File: src/rtl/kpsd_pkg.sv
// Package for the keypad scanner: word layouts, phase codes, widths
// and the key code table. No dependencies.
package kpsd_pkg;

    localparam int TICK_COUNT_WIDTH = 8;
    localparam int CFG_WIDTH        = 8;
    localparam int CMP_WIDTH        = (TICK_COUNT_WIDTH > CFG_WIDTH) ?
                                      TICK_COUNT_WIDTH : CFG_WIDTH;

    localparam logic [1:0] PHASE_IDLE    = 2'd0;
    localparam logic [1:0] PHASE_PRESS   = 2'd1;
    localparam logic [1:0] PHASE_HELD    = 2'd2;
    localparam logic [1:0] PHASE_RELEASE = 2'd3;

    localparam logic OP_POLL = 1'b0;
    localparam logic OP_TICK = 1'b1;

    localparam logic [2:0]     COLS_IDLE     = 3'b111;
    localparam logic [3:0]     ROWS_IDLE     = 4'hF;
    localparam logic [CFG_WIDTH-1:0] DEBOUNCE_RESET = 8'd4;

    typedef struct packed {
        logic       op;
        logic [2:0] columns;
    } t_in_word;

    typedef struct packed {
        logic [3:0] row_drive;
        logic       key_valid;
        logic [7:0] key_code;
        logic [1:0] phase;
    } t_out_word;

    // ASCII code of the key at a given row and column.
    function automatic logic [7:0] key_ascii(input logic [1:0] row, input logic [1:0] col);
        logic [7:0] code;
        code = 8'h00;
        unique case ({row, col})
            4'b00_00: code = "1";
            4'b00_01: code = "2";
            4'b00_10: code = "3";
            4'b01_00: code = "4";
            4'b01_01: code = "5";
            4'b01_10: code = "6";
            4'b10_00: code = "7";
            4'b10_01: code = "8";
            4'b10_10: code = "9";
            4'b11_00: code = "*";
            4'b11_01: code = "0";
            4'b11_10: code = "#";
            default:  code = 8'h00;
        endcase
        return code;
    endfunction

endpackage

File: src/rtl/keypad_scan_debounce.sv
// Top level of the 4x3 keypad scanner with press and release debounce.
// Depends on kpsd_pkg for word types, phase codes and the key table.
//
//  Channel   Direction  Handshake                      Word
//  ------------------------------------------------------------------------
//  input     in         i_in_valid / o_in_stall        t_in_word (op, columns)
//  output    out        o_out_valid / i_out_stall      t_out_word (row_drive,
//                                                      key_valid, key_code, phase)
//  config    in         i_cfg_we / i_cfg_data          debounce_ticks, 8 bits
//
// Every accepted word produces exactly one result word, and a word can be
// accepted on every clock while the skid register is empty. The state update
// and the result are computed in the cycle of acceptance, then registered.
// The output register is backed by a one-entry skid register, so a stalled
// output only stops input acceptance once the skid register is occupied.
// Reset is synchronous and active low; it clears the scan state, the tick
// counter, the debounce register (to 4) and both valid flags.
module keypad_scan_debounce
    import kpsd_pkg::*;
(
    input  logic                 i_clk,
    input  logic                 i_rst_n,
    input  logic                 i_in_valid,
    input  t_in_word             i_in_word,
    output logic                 o_in_stall,
    output logic                 o_out_valid,
    output t_out_word            o_out_word,
    input  logic                 i_out_stall,
    input  logic                 i_cfg_we,
    input  logic [CFG_WIDTH-1:0] i_cfg_data
);

    localparam logic [TICK_COUNT_WIDTH-1:0] TICK_MAX = '1;

    // Scanner state.
    logic [1:0]                  r_phase, n_phase;
    logic [1:0]                  r_scan_row, n_scan_row;
    logic [TICK_COUNT_WIDTH-1:0] r_tick, n_tick;
    logic [3:0]                  r_rows, n_rows;
    logic [CFG_WIDTH-1:0]        r_debounce;

    // Output register and skid register.
    logic      r_out_valid, n_out_valid;
    t_out_word r_out_word, n_out_word;
    logic      r_skid_valid, n_skid_valid;
    t_out_word r_skid_word, n_skid_word;

    logic      in_accept;
    logic      out_take;
    logic      wait_done;
    logic      hit;
    logic [1:0] hit_col;
    t_out_word result;

    assign in_accept = i_in_valid && !r_skid_valid;
    assign out_take  = r_out_valid && !i_out_stall;

    // A wait ends once the tick count has reached the configured count.
    assign wait_done = CMP_WIDTH'(r_tick) >= CMP_WIDTH'(r_debounce);

    // The first low column wins, column 0 first.
    always_comb begin
        hit     = 1'b1;
        hit_col = 2'd0;
        if (!i_in_word.columns[0]) begin
            hit_col = 2'd0;
        end else if (!i_in_word.columns[1]) begin
            hit_col = 2'd1;
        end else if (!i_in_word.columns[2]) begin
            hit_col = 2'd2;
        end else begin
            hit = 1'b0;
        end
    end

    // Next state and the result word of the item being accepted.
    always_comb begin
        n_phase    = r_phase;
        n_scan_row = r_scan_row;
        n_tick     = r_tick;
        n_rows     = r_rows;
        result.key_valid = 1'b0;
        result.key_code  = 8'h00;

        if (i_in_word.op == OP_TICK) begin
            // Ticks only advance the saturating counter.
            if (r_tick != TICK_MAX) begin
                n_tick = r_tick + 1'b1;
            end
        end else begin
            unique case (r_phase)
                PHASE_IDLE: begin
                    // Drive the current row low; the columns of this poll are
                    // read under that drive.
                    n_rows     = ROWS_IDLE & ~(4'b0001 << r_scan_row);
                    n_scan_row = r_scan_row + 2'd1;
                    if (hit) begin
                        result.key_valid = 1'b1;
                        result.key_code  = key_ascii(r_scan_row, hit_col);
                        n_tick           = '0;
                        n_phase          = PHASE_PRESS;
                    end
                end
                PHASE_PRESS: begin
                    if (wait_done) begin
                        n_phase = PHASE_HELD;
                    end
                end
                PHASE_HELD: begin
                    // The last driven row stays on; all columns high means
                    // the key was let go.
                    if (i_in_word.columns == COLS_IDLE) begin
                        n_tick  = '0;
                        n_phase = PHASE_RELEASE;
                    end
                end
                PHASE_RELEASE: begin
                    if (wait_done) begin
                        n_phase = PHASE_IDLE;
                    end
                end
                default: begin
                    n_phase = PHASE_IDLE;
                end
            endcase
        end

        result.row_drive = n_rows;
        result.phase     = n_phase;
    end

    // Output register with a skid entry behind it.
    always_comb begin
        n_out_valid  = r_out_valid;
        n_out_word   = r_out_word;
        n_skid_valid = r_skid_valid;
        n_skid_word  = r_skid_word;
        if (out_take || !r_out_valid) begin
            if (r_skid_valid) begin
                n_out_valid  = 1'b1;
                n_out_word   = r_skid_word;
                n_skid_valid = 1'b0;
            end else if (in_accept) begin
                n_out_valid = 1'b1;
                n_out_word  = result;
            end else begin
                n_out_valid = 1'b0;
            end
        end else if (in_accept) begin
            n_skid_valid = 1'b1;
            n_skid_word  = result;
        end
    end

    always_ff @(posedge i_clk) begin
        if (!i_rst_n) begin
            r_phase      <= PHASE_IDLE;
            r_scan_row   <= 2'd0;
            r_tick       <= '0;
            r_rows       <= ROWS_IDLE;
            r_debounce   <= DEBOUNCE_RESET;
            r_out_valid  <= 1'b0;
            r_skid_valid <= 1'b0;
        end else begin
            if (in_accept) begin
                r_phase    <= n_phase;
                r_scan_row <= n_scan_row;
                r_tick     <= n_tick;
                r_rows     <= n_rows;
            end
            if (i_cfg_we) begin
                r_debounce <= i_cfg_data;
            end
            r_out_valid  <= n_out_valid;
            r_skid_valid <= n_skid_valid;
        end
    end

    always_ff @(posedge i_clk) begin
        r_out_word  <= n_out_word;
        r_skid_word <= n_skid_word;
    end

    assign o_in_stall  = r_skid_valid;
    assign o_out_valid = r_out_valid;
    assign o_out_word  = r_out_word;

endmodule
File: config.mk
export PLATFORM = sky130hd
export DESIGN_NAME = keypad_scan_debounce
export DESIGN_NICKNAME = d
export VERILOG_FILES = /design/src/rtl/kpsd_pkg.sv /design/src/rtl/keypad_scan_debounce.sv
export SDC_FILE = /design/constraint.sdc
export NUM_CORES = 1
export LEC_CHECK = 0
export ABC_AREA = 1
export BUFFER_PORTS_ARGS = -buffer_cell sky130_fd_sc_hd__buf_2
export CORE_UTILIZATION = 50
export DETAILED_ROUTE_END_ITERATION = 12
export GPL_TIMING_DRIVEN = 0
export HOLD_SLACK_MARGIN = 0.03
export PLACE_DENSITY_LB_ADDON = 0.25
export SLEW_MARGIN = 40
export SYNTH_ARGS = -nofsm -noshare
export SYNTH_HDL_FRONTEND = slang
export SYNTH_SLANG_ARGS = --single-unit
File: constraint.sdc
create_clock -name i_clk -period 4.98 [get_ports i_clk]
set_clock_uncertainty 0.15 [all_clocks]
set_input_delay 0.498 -clock i_clk [delete_from_list [all_inputs] [get_ports i_clk]]
set_output_delay 0.498 -clock i_clk [all_outputs]
set_load 0.005 [all_outputs]
# Word level (Yosys, flattened, before mapping)
# Memories as Yosys holds them, arrays and structs flattened.
# Index checks and enable logic that the tools add are counted.
[totals]
register_bits = 56
mem_bits_ro = 96
in_bits = 17
output_inout_bits = 17
wordCells = 72
memories = 1
[memory_table]
columns = ["memory", "depth", "word_bits", "rd", "rd_ports_with_merged_regs", "write_ports", "line", "source"]
rows = [
  ["(name not given)", 16, 6, 1, 0, 0, "kpsd_pkg.sv:38", "unique case ({row, col})"],
]
[op_classes]
n_addsub = 2
n_lt_le_gt_ge = 1
eq_ne = 8
shifts = 1
mux = 26
bitwise = 4
reduce_logical = 14
[ops]
columns = ["cell", "n"]
rows = [
  ["$mux 8", 4],
  ["$mux 15", 2],
  ["$mux 9", 3],
  ["$mux 2", 8],
  ["$pmux 8 s2", 1],
  ["$add 8x1->8 const B", 1],
  ["$ge 8x8->1", 1],
  ["$mux 4", 2],
  ["$ne 8x8->1 const B", 1],
  ["$pmux 2 s4", 1],
  ["$ne 3x3->1 const B", 2],
  ["$mux 1", 5],
  ["$reduce_and 5->1", 1],
  ["$eq 2x2->1 const B", 2],
  ["$not 4->4", 1],
  ["$reduce_and 2->1", 2],
  ["$shl 1x2->4 const A", 1],
  ["$eq 3x3->1 const B", 1],
  ["$logic_not 1->1", 3],
  ["$not 1->1", 3],
  ["$reduce_and 3->1", 1],
  ["$reduce_bool 3->1", 1],
  ["$add 2x1->2 const B", 1],
  ["$eq 2x1->1 const B", 1],
  ["other kinds (6)", 7],
]

# Depth between registers and ports, before layout
# An unclocked memory read counts as a cell.
[depth]
depth_word = 9
mapped_depth = 14
mapped_depth_nobuf = 14

# Least setup slack after synthesis
# Ideal clock, no wire load.
[synth_timing]
kind = "input port to flip-flop"
from = "input port i_in_valid"
to = "register r_out_word (netlist bit o_out_word[0]), enable pin"
setup_time_ns = 0.387
arrival_ns = 1.225
required_ns = 4.443
path_slack_ns = 3.217
stages = 2
n_path_buf = 0
path_cell_list = "nor2_1 a21oi_1"
[synth_between]
elab_chain_cells = 3
[synth_lines]
columns = ["element", "line", "source"]
rows = [
  ["start, declared", "keypad_scan_debounce.sv:23", "input logic i_in_valid,"],
  ["$logic_and 1x1->1", "keypad_scan_debounce.sv:55", "assign in_accept = i_in_valid && !r_skid_valid;"],
  ["$reduce_bool 2->1 (no source line)", "-", ""],
  ["$reduce_and 2->1 (no source line)", "-", ""],
  ["end signal, assigned", "keypad_scan_debounce.sv:180", "r_out_word <= n_out_word;"],
  ["end, declared", "keypad_scan_debounce.sv:44", "t_out_word r_out_word, n_out_word;"],
]
# Every way passes these cells.
# A chain may end at the register's enable or synchronous reset.

# Worst setup path in the final report
[layout_timing]
from = "register r_tick[2]"
to = "register r_out_word (netlist bit o_out_word[1]) (data pin)"
[layout_between]
elab_chain_cells = 6
elab_cells_between_ends = 7
classes_between = "order compare (1); mux (6)"
[layout_lines]
columns = ["element", "line", "source"]
rows = [
  ["start, declared", "keypad_scan_debounce.sv:38", "logic [TICK_COUNT_WIDTH-1:0] r_tick, n_tick;"],
  ["start signal, assigned", "keypad_scan_debounce.sv:168", "r_tick <= n_tick;"],
  ["$ge 8x8->1 *", "keypad_scan_debounce.sv:59", "assign wait_done = CMP_WIDTH'(r_tick) >= CMP_WIDTH'(r_debounce);"],
  ["$mux 2, on equally long branches", "keypad_scan_debounce.sv:118, keypad_scan_debounce.sv:105", ""],
  ["$pmux 2 s4 *", "keypad_scan_debounce.sv:91", "unique case (r_phase)"],
  ["$mux 2 *", "keypad_scan_debounce.sv:85", "if (i_in_word.op == OP_TICK) begin"],
  ["$mux 15 *", "keypad_scan_debounce.sv:143", "end else if (in_accept) begin"],
  ["$mux 15 *", "keypad_scan_debounce.sv:139", "if (r_skid_valid) begin"],
]
# Mark *: on every way between the ends. The rest lies on a longest branch, timed or not. The select of a mux whose other input is x is not followed.

==> impl_metrics.ini <==
[yosys]
synth_mux_area_frac = 0
netlist_top_cells_count = nand2_1 (80), inv_1 (38), dfxtp_1 (26), edfxtp_1 (26), a21oi_1 (24)
synth_area_per_cell_um2 = 8.70
yosysTopAreaCellShare = 0.301
yosys-top-cells-area = edfxtp_1 (30%), dfxtp_1 (20%), nand2_1 (12%), ha_1 (6.3%), inv_1 (5.5%)
synth_top_family_by_area = simple AND/OR/NAND/NOR gates
synth-seq-cells = 52
synth.largest_area_cell = edfxtp_1
synth_cells = 298
yosysSeqAreaShare = 0.502
synth_top_flop_cell = edfxtp_1
syn-cell-area_um2 = 2590
synth_most_common_cell = nand2_1
async_flop_share = 0
yosys.area_share.xor_xnor = 0.0135
yosys.area_share.simple = 0.221
synthAdderAreaFrac = 0.0627
synth_edf_count = 26
synth_compound_area_frac = 0.116
synth_cell_types = 34
yosys_warnings = 0

[clock_network]
h-tree-depth = 2
cts.sinks = 52
clk_latency_ns = 0.30
cts_buffers = 5
clock_path_buffers = 2
cts_hold_buf = 0
cts_setup_buffers = 0
path_clk_slew_ns = 0.10
cts_tree = yes
cts_resized = 0
clockRootBuffer = clkbuf_8

[job]
maxCapViolations = 0

[sta]
setup_tns_ns = 0
final_max_slew_viol_count = 0
worst_slew_pin_slew_ns = 0.622
rsz0062_at_grt = no
finalCritPeriodShare = 0.373
relSlewSlack = 0.586
finalSetupViolations = 0
finalHoldViolations = 0
period_needed_ns = 1.86
fmax_mhz = 539

[global_routing]
gr-usage-all-layers = 0.182
grt_pass1_wl_mm = 7.59
grt_overflow = 0
grt_max_degree = 19
antenna_found_initial = 0
grt_pass1_vias = 1699

[floorplan]
pin_count = 34
die_area_um2 = 5480
die_w_um = 74.0
start_util = 0.535
rows = 25
fp.dieH_um = 74.0
core_area_um2 = 4850

[pwr]
ir_drop_mv = 0.213
powerDensity_nw_per_um2 = 288
p_leak_nw = 1.33

[cells_and_area]
fin_nets = 367
drive_gt1_frac = 0.178
n_fill_cell = 432
syn_to_final_growth_pct = 13.2
n_antenna_cell = 0
stdcell_area_um2 = 2940

[worst_hold_path]
hold_depth = 3
whs_endpoint = r_debounce[2]
hold_class = input port to flip-flop
min_from = i_cfg_data[2]

[route]
via_count = 1996
drt_iter0_drc = 102
antenna_left = 0
wire_per_inst_um = 10.9
drtPass1Iterations = 4
wirelength_mm = 4.42
viasPerCell = 4.93
drc = 0

[setup_path]
r2r_setup_slack_ns = 3.12
crit_arrival_ns = 1.76
r2r_start = r_tick[2]
path_class = flip-flop to flip-flop
rr_worst_depth = 11
worstReg2RegEnd = o_out_word[1]
startpoint_type = flip-flop
required_ns = 4.89
end_kind = flip-flop
crit_path_max_fanout = 7

[place]
dpl.hpwl_mm = 3.42
gp_congestion = 0.797
place_area_um2 = 2840
io_buffers = 31

[run_status]
outcome = finished clean
[through the flow]
step	hold WS, ns	power, mW	worst slack (ns)	util	instances
3_5_place_dp	0.307	0.610	3.13	0.586	397
6_report	0.261	0.844	3.12	0.605	405
4_1_cts	0.257	0.854	3.11	0.605	405
5_1_grt	0.275	0.887	2.93	0.605	405
2_1_floorplan	0.283	0.572	3.22	-	299
3_3_place_gp	0.303	0.607	2.94	0.585	397
[flip-flops by register name, indices dropped and copies added, names as in the netlist]
| name | cells |
|---|---|
| o_out_word | 13 |
| r_skid_word | 13 |
| r_debounce | 8 |
| r_tick | 8 |
| r_rows | 4 |
| r_phase | 2 |
| r_scan_row | 2 |
| o_in_stall | 1 |
| o_out_valid | 1 |
[cells in the final DEF (no fill, tap or decap), types with 2 or more instances in the layout]
master and n:
dfxtp_1 26, nand3_1 11, buf_2 31, nand4_1 2, inv_6 2, nor2_2 3
ha_1 13, buf_4 2, nand2_1 80, xor2_1 4, o21ai_0 19, clkbuf_1 4
nor3_1 4, edfxtp_1 26, conb_1 2, clkbuf_8 6, o221ai_1 4, or2_2 4
nand2_4 2, a21oi_1 23, inv_1 38, nor3_4 2, nor2_1 15
[where the power goes]
| part | total (mW) | switching [mW] | internal [mW] |
|---|---|---|---|
| logic | 0.114 | 0.0716 | 0.0419 |
| registers | 0.487 | 0.00919 | 0.477 |
| clock network | 0.244 | 0.141 | 0.103 |
| total | 0.844 | 0.222 | 0.622 |
[metal layers]
layer,wire [µm],vias to the layer above,track usage
met5,0,-,0
met4,22,0,0.0449
met3,182,2,0.0447
met2,1920,40,0.281
met1,2300,896,0.257
li1,-,1058,-
[worst max path at each step]
| stage | startpoint | end | slack (ns) | cells past startpoint |
|---|---|---|---|---|
| after global routing | r_tick[2] | o_out_word[1] | 2.93 | 11 |
| after global placement | i_in_valid | o_out_word[4] | 2.94 | 3 |
| after detailed placement | i_in_word[3] | o_out_word[2] | 3.13 | 8 |
| after CTS | r_tick[2] | o_out_word[1] | 3.11 | 11 |
| after floorplan | i_in_valid | o_out_word[0] | 3.22 | 2 |
| final | r_tick[2] | o_out_word[1] | 3.12 | 11 |
[cells by family after synthesis]
family	Yosys count
adder cells (fa/ha/maj)	13
buffers and inverters	49
XOR/XNOR	4
AND/OR/NAND/NOR	126
AO/OA/AOI/OAI	53
flip-flops	52
other	1
[critical path: stages, from the launching register on]
cell and delay [ns]:
dfxtp_1 0.48, ha_1 0.28, nand2_1 0.08, nor2_1 0.05, nor2_1 0.07, nand2_1 0.06
nand2_1 0.05, nand2_1 0.08, nand2_1 0.06, nand2_1 0.04, nand2_1 0.12, o21ai_0 0.09
[layout make-up]
class                      count  area (µm²)  share of cell area
timing repair buffer          31         155              0.0529
buffer                         8        55.1              0.0188
inverter                      41         161              0.0550
clock buffer                   5        68.8              0.0234
tap                           67        83.8              0.0286
multi-input combinational    198        1080               0.370
clock inverter                 3        25.0             0.00853
sequential                    52        1300               0.443
Power figures use the tool's default switching activity.
